--- src/rtl/tlfq_pkg.sv ---
package tlfq_pkg;

   // queue geometry
   localparam int LEVEL_DEPTH = 16;
   localparam int PTR_W       = $clog2(LEVEL_DEPTH);
   localparam int CNT_W       = $clog2(LEVEL_DEPTH + 1);
   localparam int SUM_W       = CNT_W + 1;

   // field widths
   localparam int ID_W    = 8;
   localparam int TIME_W  = 32;
   localparam int BURST_W = 16;

   // entry widths of the two levels
   localparam int UPPER_W = ID_W + TIME_W + BURST_W;
   localparam int LOWER_W = ID_W + TIME_W + 2 * BURST_W;

   // stream word widths
   localparam int REQ_TDATA_W = 64;
   localparam int RSP_TDATA_W = 128;

   typedef enum logic {
      REQ_ENQUEUE  = 1'b0,
      REQ_DISPATCH = 1'b1
   } req_kind_type;

   typedef enum logic {
      LVL_UPPER = 1'b0,
      LVL_LOWER = 1'b1
   } level_type;

   typedef enum logic [1:0] {
      RSP_FINISHED = 2'd0,
      RSP_DEMOTED  = 2'd1,
      RSP_EMPTY    = 2'd2,
      RSP_DROPPED  = 2'd3
   } rsp_status_type;

   typedef enum logic [2:0] {
      ST_IDLE,
      ST_RUN,
      ST_TURN,
      ST_WAIT,
      ST_SEND
   } state_type;

   // controller to datapath
   typedef struct packed {
      logic enq_upper;
      logic enq_lower;
      logic drop;
      logic empty;
      logic pop_upper;
      logic pop_lower;
      logic calc_run;
      logic calc_turn;
      logic calc_wait;
   } tlfq_cmd_type;

   // datapath to controller
   typedef struct packed {
      logic upper_empty;
      logic upper_full;
      logic lower_empty;
      logic lower_full;
   } tlfq_stat_type;

   // next head position with wrap
   function automatic logic [PTR_W-1:0] ptr_next(input logic [PTR_W-1:0] p);
      logic [PTR_W-1:0] r;
      if (p == PTR_W'(LEVEL_DEPTH - 1)) begin
         r = '0;
      end else begin
         r = p + 1'b1;
      end
      return r;
   endfunction

   // tail position from head and fill count
   function automatic logic [PTR_W-1:0] ptr_tail(input logic [PTR_W-1:0] head,
                                                 input logic [CNT_W-1:0] count);
      logic [SUM_W-1:0] s;
      logic [SUM_W-1:0] w;
      s = SUM_W'(head) + SUM_W'(count);
      if (s >= SUM_W'(LEVEL_DEPTH)) begin
         w = s - SUM_W'(LEVEL_DEPTH);
      end else begin
         w = s;
      end
      return w[PTR_W-1:0];
   endfunction

endpackage

--- src/rtl/tlfq_ram.sv ---
module tlfq_ram #(
   parameter int WIDTH = 8,
   parameter int DEPTH = 16
) (
   input  logic                     clock,
   input  logic                     wr_en,
   input  logic [$clog2(DEPTH)-1:0] wr_addr,
   input  logic [WIDTH-1:0]         wr_data,
   input  logic [$clog2(DEPTH)-1:0] rd_addr,
   output logic [WIDTH-1:0]         rd_data
);

   logic [WIDTH-1:0] mem [DEPTH];
   logic [WIDTH-1:0] rd_data_ff;

   // single write port, registered read
   always_ff @(posedge clock) begin
      if (wr_en) begin
         mem[wr_addr] <= wr_data;
      end
      rd_data_ff <= mem[rd_addr];
   end

   assign rd_data = rd_data_ff;

endmodule

--- src/rtl/tlfq_ctrl.sv ---
module tlfq_ctrl (
   input  logic                   clock,
   input  logic                   reset,
   input  logic                   req_tvalid,
   output logic                   req_tready,
   input  logic                   req_kind,
   input  logic                   req_level,
   output logic                   rsp_tvalid,
   input  logic                   rsp_tready,
   input  tlfq_pkg::tlfq_stat_type stat,
   output tlfq_pkg::tlfq_cmd_type  cmd
);

   tlfq_pkg::state_type state_ff;
   tlfq_pkg::state_type state_in;
   logic                level_full;

   assign level_full = (req_level == tlfq_pkg::LVL_LOWER) ? stat.lower_full : stat.upper_full;

   always_ff @(posedge clock) begin
      if (reset) begin
         state_ff <= tlfq_pkg::ST_IDLE;
      end else begin
         state_ff <= state_in;
      end
   end

   // next state
   always_comb begin
      state_in = state_ff;
      case (state_ff)
         tlfq_pkg::ST_IDLE: begin
            if (req_tvalid) begin
               if (req_kind == tlfq_pkg::REQ_ENQUEUE) begin
                  if (level_full) begin
                     state_in = tlfq_pkg::ST_SEND;
                  end
               end else if (!stat.upper_empty || !stat.lower_empty) begin
                  state_in = tlfq_pkg::ST_RUN;
               end else begin
                  state_in = tlfq_pkg::ST_SEND;
               end
            end
         end
         tlfq_pkg::ST_RUN:  state_in = tlfq_pkg::ST_TURN;
         tlfq_pkg::ST_TURN: state_in = tlfq_pkg::ST_WAIT;
         tlfq_pkg::ST_WAIT: state_in = tlfq_pkg::ST_SEND;
         tlfq_pkg::ST_SEND: begin
            if (rsp_tready) begin
               state_in = tlfq_pkg::ST_IDLE;
            end
         end
         default: state_in = tlfq_pkg::ST_IDLE;
      endcase
   end

   // outputs
   always_comb begin
      cmd        = '0;
      req_tready = 1'b0;
      rsp_tvalid = 1'b0;
      case (state_ff)
         tlfq_pkg::ST_IDLE: begin
            req_tready = 1'b1;
            if (req_tvalid) begin
               if (req_kind == tlfq_pkg::REQ_ENQUEUE) begin
                  if (level_full) begin
                     cmd.drop = 1'b1;
                  end else if (req_level == tlfq_pkg::LVL_LOWER) begin
                     cmd.enq_lower = 1'b1;
                  end else begin
                     cmd.enq_upper = 1'b1;
                  end
               end else if (!stat.upper_empty) begin
                  cmd.pop_upper = 1'b1;
               end else if (!stat.lower_empty) begin
                  cmd.pop_lower = 1'b1;
               end else begin
                  cmd.empty = 1'b1;
               end
            end
         end
         tlfq_pkg::ST_RUN:  cmd.calc_run  = 1'b1;
         tlfq_pkg::ST_TURN: cmd.calc_turn = 1'b1;
         tlfq_pkg::ST_WAIT: cmd.calc_wait = 1'b1;
         tlfq_pkg::ST_SEND: rsp_tvalid    = 1'b1;
         default: begin
            cmd = '0;
         end
      endcase
   end

endmodule

--- src/rtl/tlfq_dp.sv ---
module tlfq_dp (
   input  logic                          clock,
   input  logic                          reset,
   input  tlfq_pkg::tlfq_cmd_type        cmd,
   output tlfq_pkg::tlfq_stat_type       stat,
   input  logic                          csr_we,
   input  logic [tlfq_pkg::BURST_W-1:0]  csr_data,
   input  logic [tlfq_pkg::ID_W-1:0]     req_job_id,
   input  logic [tlfq_pkg::TIME_W-1:0]   req_arrival,
   input  logic [tlfq_pkg::BURST_W-1:0]  req_burst,
   input  logic                          req_level,
   output logic [1:0]                    rsp_status,
   output logic [tlfq_pkg::ID_W-1:0]     rsp_served_id,
   output logic                          rsp_served_level,
   output logic [tlfq_pkg::BURST_W-1:0]  rsp_run_time,
   output logic [tlfq_pkg::TIME_W-1:0]   rsp_finish_clock,
   output logic [tlfq_pkg::TIME_W-1:0]   rsp_turnaround,
   output logic [tlfq_pkg::TIME_W-1:0]   rsp_waiting
);

   localparam int IW = tlfq_pkg::ID_W;
   localparam int TW = tlfq_pkg::TIME_W;
   localparam int BW = tlfq_pkg::BURST_W;
   localparam int PW = tlfq_pkg::PTR_W;
   localparam int CW = tlfq_pkg::CNT_W;

   // control state
   logic [TW-1:0] clock_ff, clock_in;
   logic [BW-1:0] quantum_ff, quantum_in;
   logic [PW-1:0] uhead_ff, uhead_in, lhead_ff, lhead_in;
   logic [CW-1:0] ucount_ff, ucount_in, lcount_ff, lcount_in;

   // job and result registers
   logic                 src_lower_ff;
   logic [IW-1:0]        id_ff;
   logic                 level_ff;
   logic [TW-1:0]        arr_ff;
   logic [BW-1:0]        orig_ff;
   logic [BW-1:0]        run_ff;
   logic [1:0]           status_ff;
   logic [TW-1:0]        turn_ff;
   logic [TW-1:0]        wait_ff;

   // memory ports
   logic                        u_we, l_we;
   logic [PW-1:0]               u_waddr, l_waddr;
   logic [tlfq_pkg::UPPER_W-1:0] u_wdata, u_rdata;
   logic [tlfq_pkg::LOWER_W-1:0] l_wdata, l_rdata;

   // head entry fields
   logic [IW-1:0] u_id, l_id, job_id;
   logic [TW-1:0] u_arr, l_arr, job_arr;
   logic [BW-1:0] u_burst, l_rem, l_orig, job_orig;
   logic          fits, demote, push_demote;
   logic [BW-1:0] run_sel;

   assign stat.upper_empty = (ucount_ff == '0);
   assign stat.upper_full  = (ucount_ff == CW'(tlfq_pkg::LEVEL_DEPTH));
   assign stat.lower_empty = (lcount_ff == '0);
   assign stat.lower_full  = (lcount_ff == CW'(tlfq_pkg::LEVEL_DEPTH));

   assign u_id    = u_rdata[IW-1:0];
   assign u_arr   = u_rdata[IW +: TW];
   assign u_burst = u_rdata[IW+TW +: BW];
   assign l_id    = l_rdata[IW-1:0];
   assign l_arr   = l_rdata[IW +: TW];
   assign l_rem   = l_rdata[IW+TW +: BW];
   assign l_orig  = l_rdata[IW+TW+BW +: BW];

   // run time and demotion of the head job
   assign fits        = (u_burst <= quantum_ff);
   assign demote      = !src_lower_ff && !fits;
   assign run_sel     = src_lower_ff ? l_rem : (fits ? u_burst : quantum_ff);
   assign job_id      = src_lower_ff ? l_id : u_id;
   assign job_arr     = src_lower_ff ? l_arr : u_arr;
   assign job_orig    = src_lower_ff ? l_orig : u_burst;
   assign push_demote = cmd.calc_run && demote && !stat.lower_full;

   // upper level write side
   assign u_we    = cmd.enq_upper;
   assign u_waddr = tlfq_pkg::ptr_tail(uhead_ff, ucount_ff);
   assign u_wdata = {req_burst, req_arrival, req_job_id};

   // lower level write side: new job or demoted remainder
   assign l_we    = cmd.enq_lower || push_demote;
   assign l_waddr = tlfq_pkg::ptr_tail(lhead_ff, lcount_ff);
   assign l_wdata = cmd.enq_lower ? {req_burst, req_burst, req_arrival, req_job_id}
                                  : {u_burst, u_burst - quantum_ff, u_arr, u_id};

   tlfq_ram #(.WIDTH(tlfq_pkg::UPPER_W), .DEPTH(tlfq_pkg::LEVEL_DEPTH)) u_upper_ram (
      .clock   (clock),
      .wr_en   (u_we),
      .wr_addr (u_waddr),
      .wr_data (u_wdata),
      .rd_addr (uhead_ff),
      .rd_data (u_rdata)
   );

   tlfq_ram #(.WIDTH(tlfq_pkg::LOWER_W), .DEPTH(tlfq_pkg::LEVEL_DEPTH)) u_lower_ram (
      .clock   (clock),
      .wr_en   (l_we),
      .wr_addr (l_waddr),
      .wr_data (l_wdata),
      .rd_addr (lhead_ff),
      .rd_data (l_rdata)
   );

   // next values of the control state
   always_comb begin
      clock_in   = clock_ff;
      quantum_in = quantum_ff;
      uhead_in   = uhead_ff;
      ucount_in  = ucount_ff;
      lhead_in   = lhead_ff;
      lcount_in  = lcount_ff;
      if (csr_we) begin
         quantum_in = csr_data;
      end
      if (cmd.enq_upper) begin
         ucount_in = ucount_ff + 1'b1;
      end
      if (cmd.pop_upper) begin
         uhead_in  = tlfq_pkg::ptr_next(uhead_ff);
         ucount_in = ucount_ff - 1'b1;
      end
      if (cmd.enq_lower || push_demote) begin
         lcount_in = lcount_ff + 1'b1;
      end
      if (cmd.pop_lower) begin
         lhead_in  = tlfq_pkg::ptr_next(lhead_ff);
         lcount_in = lcount_ff - 1'b1;
      end
      if (cmd.calc_run) begin
         clock_in = clock_ff + TW'(run_sel);
      end
   end

   always_ff @(posedge clock) begin
      if (reset) begin
         clock_ff   <= '0;
         quantum_ff <= BW'(2);
         uhead_ff   <= '0;
         ucount_ff  <= '0;
         lhead_ff   <= '0;
         lcount_ff  <= '0;
      end else begin
         clock_ff   <= clock_in;
         quantum_ff <= quantum_in;
         uhead_ff   <= uhead_in;
         ucount_ff  <= ucount_in;
         lhead_ff   <= lhead_in;
         lcount_ff  <= lcount_in;
      end
   end

   // job and result registers, one step per state
   always_ff @(posedge clock) begin
      if (cmd.pop_upper || cmd.pop_lower) begin
         src_lower_ff <= cmd.pop_lower;
      end
      if (cmd.drop) begin
         status_ff <= tlfq_pkg::RSP_DROPPED;
         id_ff     <= req_job_id;
         level_ff  <= req_level;
         run_ff    <= '0;
         turn_ff   <= '0;
         wait_ff   <= '0;
      end else if (cmd.empty) begin
         status_ff <= tlfq_pkg::RSP_EMPTY;
         id_ff     <= '0;
         level_ff  <= tlfq_pkg::LVL_UPPER;
         run_ff    <= '0;
         turn_ff   <= '0;
         wait_ff   <= '0;
      end else if (cmd.calc_run) begin
         status_ff <= demote ? tlfq_pkg::RSP_DEMOTED : tlfq_pkg::RSP_FINISHED;
         id_ff     <= job_id;
         level_ff  <= src_lower_ff;
         arr_ff    <= job_arr;
         orig_ff   <= job_orig;
         run_ff    <= run_sel;
      end else if (cmd.calc_turn) begin
         if (status_ff == tlfq_pkg::RSP_DEMOTED || clock_ff < arr_ff) begin
            turn_ff <= '0;
         end else begin
            turn_ff <= clock_ff - arr_ff;
         end
      end else if (cmd.calc_wait) begin
         if (turn_ff >= TW'(orig_ff)) begin
            wait_ff <= turn_ff - TW'(orig_ff);
         end else begin
            wait_ff <= '0;
         end
      end
   end

   assign rsp_status       = status_ff;
   assign rsp_served_id    = id_ff;
   assign rsp_served_level = level_ff;
   assign rsp_run_time     = run_ff;
   assign rsp_finish_clock = clock_ff;
   assign rsp_turnaround   = turn_ff;
   assign rsp_waiting      = wait_ff;

endmodule

--- src/rtl/two_level_feedback_queue_scheduler_core.sv ---
// Two-level feedback queue scheduler. Jobs are enqueued on an upper level
// (time-sliced by the quantum register, reset value 2) or a lower level (run
// to completion), each a FIFO of 16 entries held in a small RAM with a
// registered read. A dispatch serves the upper level first; an upper job that
// does not fit its quantum runs one quantum and its remainder moves to the
// tail of the lower level, or is lost if that level is full. The block
// handles one word at a time: a good enqueue is taken and gives no result; a
// dropped enqueue or a dispatch with both levels empty offers its result in
// the cycle after it is taken; a dispatch that runs a job reads the head,
// then steps RUN (run time, clock add), TURN (turnaround subtract) and WAIT
// (waiting subtract) and offers its result in SEND. The next request is taken
// in the cycle after the result word leaves. No clearing pass follows reset.
module two_level_feedback_queue_scheduler_core (
   input  logic                               clock,
   input  logic                               reset,
   // request stream
   input  logic                               req_tvalid,
   output logic                               req_tready,
   // job_id[7:0], arrival[39:8], burst[55:40], level[56], zero fill
   input  logic [tlfq_pkg::REQ_TDATA_W-1:0]   req_tdata,
   // req_type[0]
   input  logic                               req_tuser,
   // response stream
   output logic                               rsp_tvalid,
   input  logic                               rsp_tready,
   // served_id[7:0], served_level[8], run_time[24:9], finish_clock[56:25],
   // turnaround[88:57], waiting[120:89], zero fill
   output logic [tlfq_pkg::RSP_TDATA_W-1:0]   rsp_tdata,
   // status[1:0]
   output logic [1:0]                         rsp_tuser,
   // quantum register write
   input  logic                               csr_valid,
   output logic                               csr_ready,
   input  logic [tlfq_pkg::BURST_W-1:0]       csr_data
);

   tlfq_pkg::tlfq_cmd_type  cmd;
   tlfq_pkg::tlfq_stat_type stat;

   logic [tlfq_pkg::ID_W-1:0]    req_job_id;
   logic [tlfq_pkg::TIME_W-1:0]  req_arrival;
   logic [tlfq_pkg::BURST_W-1:0] req_burst;
   logic                         req_level;

   logic [1:0]                   rsp_status;
   logic [tlfq_pkg::ID_W-1:0]    rsp_served_id;
   logic                         rsp_served_level;
   logic [tlfq_pkg::BURST_W-1:0] rsp_run_time;
   logic [tlfq_pkg::TIME_W-1:0]  rsp_finish_clock;
   logic [tlfq_pkg::TIME_W-1:0]  rsp_turnaround;
   logic [tlfq_pkg::TIME_W-1:0]  rsp_waiting;

   // request word unpacking
   assign req_job_id  = req_tdata[7:0];
   assign req_arrival = req_tdata[39:8];
   assign req_burst   = req_tdata[55:40];
   assign req_level   = req_tdata[56];

   assign csr_ready = 1'b1;

   tlfq_ctrl u_ctrl (
      .clock      (clock),
      .reset      (reset),
      .req_tvalid (req_tvalid),
      .req_tready (req_tready),
      .req_kind   (req_tuser),
      .req_level  (req_level),
      .rsp_tvalid (rsp_tvalid),
      .rsp_tready (rsp_tready),
      .stat       (stat),
      .cmd        (cmd)
   );

   tlfq_dp u_dp (
      .clock            (clock),
      .reset            (reset),
      .cmd              (cmd),
      .stat             (stat),
      .csr_we           (csr_valid),
      .csr_data         (csr_data),
      .req_job_id       (req_job_id),
      .req_arrival      (req_arrival),
      .req_burst        (req_burst),
      .req_level        (req_level),
      .rsp_status       (rsp_status),
      .rsp_served_id    (rsp_served_id),
      .rsp_served_level (rsp_served_level),
      .rsp_run_time     (rsp_run_time),
      .rsp_finish_clock (rsp_finish_clock),
      .rsp_turnaround   (rsp_turnaround),
      .rsp_waiting      (rsp_waiting)
   );

   // response word packing
   assign rsp_tuser = rsp_status;
   assign rsp_tdata = {7'd0, rsp_waiting, rsp_turnaround, rsp_finish_clock,
                       rsp_run_time, rsp_served_level, rsp_served_id};

endmodule

--- config.mk ---
export PLATFORM = sky130hd
export DESIGN_NAME = two_level_feedback_queue_scheduler_core
export DESIGN_NICKNAME = d
export VERILOG_FILES = /design/src/rtl/tlfq_pkg.sv /design/src/rtl/tlfq_ram.sv /design/src/rtl/tlfq_ctrl.sv /design/src/rtl/tlfq_dp.sv /design/src/rtl/two_level_feedback_queue_scheduler_core.sv
export SDC_FILE = /design/constraint.sdc
export NUM_CORES = 2
export LEC_CHECK = 0
export BUFFER_PORTS_ARGS = -buffer_cell sky130_fd_sc_hd__buf_2
export CAP_MARGIN = 15
export CORE_MARGIN = 10
export CORE_UTILIZATION = 35
export DETAILED_ROUTE_END_ITERATION = 10
export GPL_TIMING_DRIVEN = 0
export SLEW_MARGIN = 20
export SYNTH_ARGS = -nofsm -noshare
export SYNTH_HDL_FRONTEND = slang
export SYNTH_SLANG_ARGS = --single-unit
--- constraint.sdc ---
create_clock -name clock -period 19.22 [get_ports clock]
set_clock_uncertainty 0.05 [all_clocks]
set_input_delay 5.766 -clock clock [delete_from_list [all_inputs] [get_ports clock]]
set_output_delay 5.766 -clock clock [all_outputs]
set_load 0.01 [all_outputs]
# After elaboration in Yosys (flattened, before gate mapping)

Memories as Yosys holds them, arrays and structs flattened. A register that Yosys moved wholly into a read port is not among the register bits.
Index checks and enable logic that the tools add are counted.

Mux-type cells: 54
Bitwise operators: 4
Add/sub/neg operators: 14
Reduce and logical (&&, ||, !) cells: 24
Magnitude comparators: 5
Equal/unequal tests: 12

Operator list:

| cell                                                                                 | count |
|---|---|
| 32-bit two-way mux                                                                   | 3 |
| 72-bit two-way mux                                                                   | 1 |
| 16-bit two-way mux                                                                   | 3 |
| 32-bit by 16-bit adder with 32-bit output                                            | 1 |
| 32-bit by 16-bit greater-or-equal comparator with 1-bit output                       | 1 |
| 32-bit less-than comparator                                                          | 1 |
| 8-bit two-way mux                                                                    | 4 |
| 32-bit by 16-bit subtractor with 32-bit output                                       | 1 |
| 32-bit subtractor                                                                    | 1 |
| 1-bit two-way mux                                                                    | 24 |
| 3-bit two-way mux                                                                    | 7 |
| 5-bit two-way mux                                                                    | 4 |
| 16-bit less-or-equal comparator                                                      | 1 |
| 4-bit two-way mux                                                                    | 4 |
| 16-bit subtractor                                                                    | 1 |
| 3-bit case mux with 5 select lines                                                   | 1 |
| 4-bit by 5-bit adder with 6-bit output                                               | 2 |
| 6-bit by 5-bit greater-or-equal comparator with 1-bit output (second input constant) | 2 |
| 6-bit two-way mux                                                                    | 2 |
| 5-bit by 1-bit adder with 5-bit output (second input constant)                       | 2 |
| 5-bit equality test (second input constant)                                          | 2 |
| 5-bit zero test                                                                      | 2 |
| 5-bit by 1-bit subtractor with 5-bit output (second input constant)                  | 2 |
| 3-bit AND reduction                                                                  | 3 |
| other kinds (19)                                                                     | 38 |

Flip-flop bits (word level): 209
Memories kept: 2
Bits of input ports: 86
RAM bits: 2048
Output and inout port bits: 133

Memories:

| memory               | words | bits a word | rd ports | clocked after Yosys merged registers in | wr ports | line           | source |
|---|---|---|---|---|---|---|---|
| u_dp.u_lower_ram.mem | 16    | 72          | 1        | 1                                       | 1        | tlfq_ram.sv:13 | `logic [WIDTH-1:0] mem [DEPTH];` |
| u_dp.u_upper_ram.mem | 16    | 56          | 1        | 1                                       | 1        | tlfq_ram.sv:13 |  |

# Depth between registers and ports, before layout

Depth in word-level cells: 9
Gate-level depth with buffers: 24
Gate-level depth less buffers: 23

# Modules after synthesis

From an unflattened synthesis, not the netlist that was laid out.

Cell total of the unflattened synthesis: 4935
Area, all modules: 93268.2 um^2

By module, submodules not included:

| module                                  | area an instance (um^2) | cells an instance | instances | seq. area each (um^2) |
|---|---|---|---|---|
| tlfq_ram (u_dp.u_lower_ram)             | 44550.2                 | 1850              | 1         | 36034.6 |
| tlfq_ram (u_dp.u_upper_ram)             | 34678.3                 | 1445              | 1         | 28026.9 |
| tlfq_dp                                 | 13684.4                 | 1595              | 1         | 4704.5 |
| tlfq_ctrl                               | 280.3                   | 34                | 1         | 60.1 |
| two_level_feedback_queue_scheduler_core | 75.1                    | 11                | 1         | 0.0 |

# Worst setup path after synthesis

Ideal clock, no wire load.

Path kind: input to register
Start: input port req_tuser
End: memory u_dp.u_lower_ram.mem[9][0] (netlist name) (enable)
Data arrival time: 9524 ps
Path slack: 9143 ps
Stages: 5
Data required time: 18667 ps
Cells stage by stage: and3b_1 nand3_1 o21ai_0 nand3_1 nor2_1

Longest elaborated chain between the ends: 6

RTL lines:

| what                                    | line                                          | source |
|---|---|---|
| from (decl)                             | two_level_feedback_queue_scheduler_core.sv:22 | `input logic req_tuser,` |
| 3-bit two-way mux                       | tlfq_ctrl.sv:66                               | `if (req_kind == tlfq_pkg::REQ_ENQUEUE) begin` |
| 6-bit two-way mux                       | tlfq_ctrl.sv:65                               | `if (req_tvalid) begin` |
| 6-bit two-way mux                       | tlfq_ctrl.sv:62                               | `case (state_ff)` |
| 1-bit logical OR                        | tlfq_dp.sv:85                                 | `assign l_we = cmd.enq_lower \|\| push_demote;` |
| 1-bit two-way mux                       | tlfq_ram.sv:18                                | `if (wr_en) begin` |
| 1-bit two-way mux (not written as such) | tlfq_ram.sv:19                                | `mem[wr_addr] <= wr_data;` |
| to (decl)                               | tlfq_ram.sv:13                                |  |

Every way passes these cells.

# Worst setup path in the final report

Start: register u_ctrl.state_ff[0]
End: output port req_tready

Longest elaborated chain between the ends: 2

RTL lines:

| what                   | line                                          | source |
|---|---|---|
| from (decl)            | tlfq_ctrl.sv:14                               | `tlfq_pkg::state_type state_ff;` |
| from (signal assigned) | tlfq_ctrl.sv:22                               | `state_ff <= tlfq_pkg::ST_IDLE;` |
| from (signal assigned) | tlfq_ctrl.sv:24                               | `state_ff <= state_in;` |
| 3-bit zero test        | tlfq_ctrl.sv:62                               |  |
| 1-bit two-way mux      | tlfq_ctrl.sv:62                               |  |
| to (decl)              | two_level_feedback_queue_scheduler_core.sv:18 | `output logic req_tready,` |

Every way passes these cells.

==> results.md <==
- Die Y: 536 um
- Starting density of the core: about a third
- First-pass iteration count of the detailed router: 7
- CTS tree: yes
- CP Data Required Time: 13.40 ns
- Via count: 49000
- Fin crit period: roughly 8.4 ns
- Worst EP arrival: approximately 2.6 ns
- Buf/Inv on CP: 2
- Crit-path max cell delay: approximately 0.9 ns
- Slowest cell on crit path: nor3_1
- Flops & latches, synth: roughly 2400
- Tot Pwr: 0.0120 W
- CP max FO: 8
- Synth area leaders: edfxtp_1, mux4_2, dfxtp_1
- Outcome: finished, final reports clean
- DR iter-0 viols: 6107
- Root buffer cell: clkbuf_16
- Vias in the first global route: 48200
- Max VDD drop: 82.1 uV
- Ys flop type: edfxtp_1
- IO buf count: 202
- Post-CTS resize count: 0
- Final max-slew violation count: 0
- DR DRC count: 0
- Critical Path Sink Type: primary output
- Share of layout cells above drive strength 1: 27.5%
- Post-CTS Setup Inserts: 0
- Worst hold path class: reg2reg
- Post-synth EDFFs: between 2000 and 2500
- GRT Total Usage: 18.0%
- Clock sink count: 2385
- Clk_lat worst skew: 0.89 ns
- Core area: 265000 um2
- Synth top area share: 67.9%
- Pwr Density: 109 nW/um2
- Routed WL: roughly 270000 um
- P&R area growth vs syn: 18.0%
- Fmax: 119 MHz
- Post-route ant nets: 0
- M1 GR Usage: 25.6%
- FP Rows: 189
- First-pass GRT wire length: approximately 370000 um
- Maximum number of pins on one net before global-route repair: 34
- Area leader, netlist: edfxtp_1
- Setup crit start kind: flip-flop
- Crit path max-delay family: simple AND/OR/NAND/NOR gates
- Ports: 219
- Number of hold violations in the final report: 0
- Relative slew slack: 18.4%
- Post-DR wirelength/cell: 29.4 um
- GP Congestion: 0.913
- Total CTS buffers: 225
- Final setup violation count: 0
- Syn Inst Count: between 4000 and 5000
- NumNets Final: between 5000 and 6000
- Busiest layer in global routing: met2
- Clock transition at path regs: roughly 0.070 ns
- H-tree depth: 4
- Setup TNS: 0 ns
- Post-CTS Hold Buffers: 0
- Dpl hpwl: 186000 um
- Part of the cycle the worst path needs: 43.6%
- Synth warnings: 0
- Type of the worst setup path: reg2out
- Worst Tran Pin Value: 1.22 ns
- GR Util met3: 4.13%
- GRT overflow: 0
- Yosys cell types: 71
- Met2 Use GR: 27.6%
- Synthesized cell area: 93200 um2
- CTS Buffer Depth: 3
- Die area: 287000 um2
- Critical Path, Cell by Cell: clkbuf_1 -> nor3_1 -> buf_2
- Initial antenna violation count: 37
- Avg Synthesized Cell Area: 19.8 um2
- FFs w/ async S/R, synth: 0%
- RSZ-0062 raised after global routing: false
- Die Wd: about 540 um
- Vias per cell: 5.43
- Number of max-cap violations: 0
- Post-synthesis sequential area ratio: 73.9%
- P_leak: ~36 nW
[cells by family (layout without fill, tap and decap cells)]
family / Yosys count / count (layout) / synth area share, %
adders and majority gates: 102 / 102 / 1.43
AOI/OAI and AO/OA: 395 / 395 / 2.69
xor gates and xnor gates: 108 / 108 / 1.02
other: 2 / 17 / 0.00806
buffers and inverters: 321 / 1095 / 1.36
and+or+nand+nor: 662 / 662 / 3.08
muxes: 732 / 732 / 16.5
DFF: 2385 / 2385 / 73.9
[path summary, 6_finish.rpt]
path	start	endpoint	slack [ns]	cells past startpoint
min	u_dp.rsp_waiting[8]	u_dp.rsp_waiting[8]	0.40	2
max reg2reg	u_dp.quantum_ff[2]	u_dp.rsp_finish_clock[23]	13.11	22
max	u_ctrl.state_ff[0]	req_tready	10.85	3
min reg2reg	u_dp.rsp_waiting[8]	u_dp.rsp_waiting[8]	0.40	2
[worst register-to-register path, stage by stage (launching register included)]
cell,delay [ns]
dfxtp_1,0.41
inv_1,0.07
ha_1,0.33
nor2b_1,0.15
o21ai_0,0.21
nand2b_1,0.16
a221oi_1,0.55
o31a_1,0.29
o21a_1,0.16
buf_2,0.32
mux2i_1,0.13
mux2i_1,0.47
inv_1,0.09
ha_1,0.29
a21oi_1,0.23
o211ai_1,0.18
o41a_1,0.41
a211oi_1,0.49
a21o_1,0.22
a21boi_1,0.21
o21ai_0,0.26
xor2_1,0.20
nor2_1,0.07
[state kept, by name, summed over array words and instances, names as in the netlist, 5 cells and up]
register	cells
u_dp.u_lower_ram.rd_data	72
u_dp.rsp_turnaround	32
u_dp.quantum_ff	16
u_dp.rsp_finish_clock	32
u_dp.lcount_ff	5
u_dp.rsp_served_id	8
u_dp.arr_ff	32
u_dp.u_lower_ram.mem	1152
u_dp.u_upper_ram.rd_data	56
u_dp.u_upper_ram.mem	896
u_dp.rsp_waiting	32
u_dp.orig_ff	16
u_dp.rsp_run_time	16
u_dp.ucount_ff	5
[metrics by stage]
step,setup WS (ns),instances,hold WS (ns),area (um2),util [%]
final,10.85,9029,0.400,110000,41.5
after global routing,10.84,9021,0.417,110000,41.5
after CTS,10.86,9019,0.401,110000,41.5
after detailed placement,10.19,8591,0.388,102000,38.5
after global placement,3.84,8448,0.390,98600,37.2
after floorplan,9.14,4713,0.424,93200,-
[cells in the final DEF (no fill, tap or decap), drive strengths merged, types with 44 or more instances in the layout]
cell type | Yosys | routed
ha | 94 | 94
mux4 | 640 | 640
a21oi | 112 | 112
mux2i | 46 | 46
clkinv | 1 | 97
xor2 | 55 | 55
a21o | 44 | 44
inv | 96 | 103
nor2 | 148 | 148
o21ai | 107 | 107
dfxtp | 279 | 279
clkbuf | 148 | 455
mux2 | 46 | 46
xnor2 | 53 | 53
buf | 76 | 403
nand2 | 345 | 345
edfxtp | 2106 | 2106
[final cells by class]
class,count,area [um2]
plain buffers,224,973
inverters,97,364
fillers,23000,155000
clock buffers,288,6090
multi-input cells,2007,23400
flip-flops and latches,2385,68800
diodes,9,22.5
clock inverters,140,1760
repair buffers,346,4150
well taps,3533,4420
[cells in the mapped netlist, types with 17 or more instances]
library cell	count
nand3_1	40
nor3_1	20
ha_1	94
nand2_1	344
edfxtp_1	2106
dfxtp_1	279
mux4_2	640
o21ai_0	102
a21o_1	44
xnor2_1	53
mux2_2	46
and3_1	18
nand2b_1	19
inv_1	96
nor2b_1	17
nor2_1	148
xor2_1	55
buf_1	60
clkbuf_1	148
a21oi_1	112
mux2i_1	46
[power by group]
part / switching [W] / internal [W]
Clock: 0.00199 / 0.00267
Combinational: 0.000834 / 0.000466
Sequential: 0.000111 / 0.00593
Total: 0.00294 / 0.00907
[metal layers]
layer | share of wire [%] | wire [um]
met2 | 46 | 121000
met5 | 0.044 | 117
met4 | 3.6 | 9550
met1 | 42 | 110000
met3 | 9.2 | 24500
Note: power is estimated with default switching activity, not from simulation.
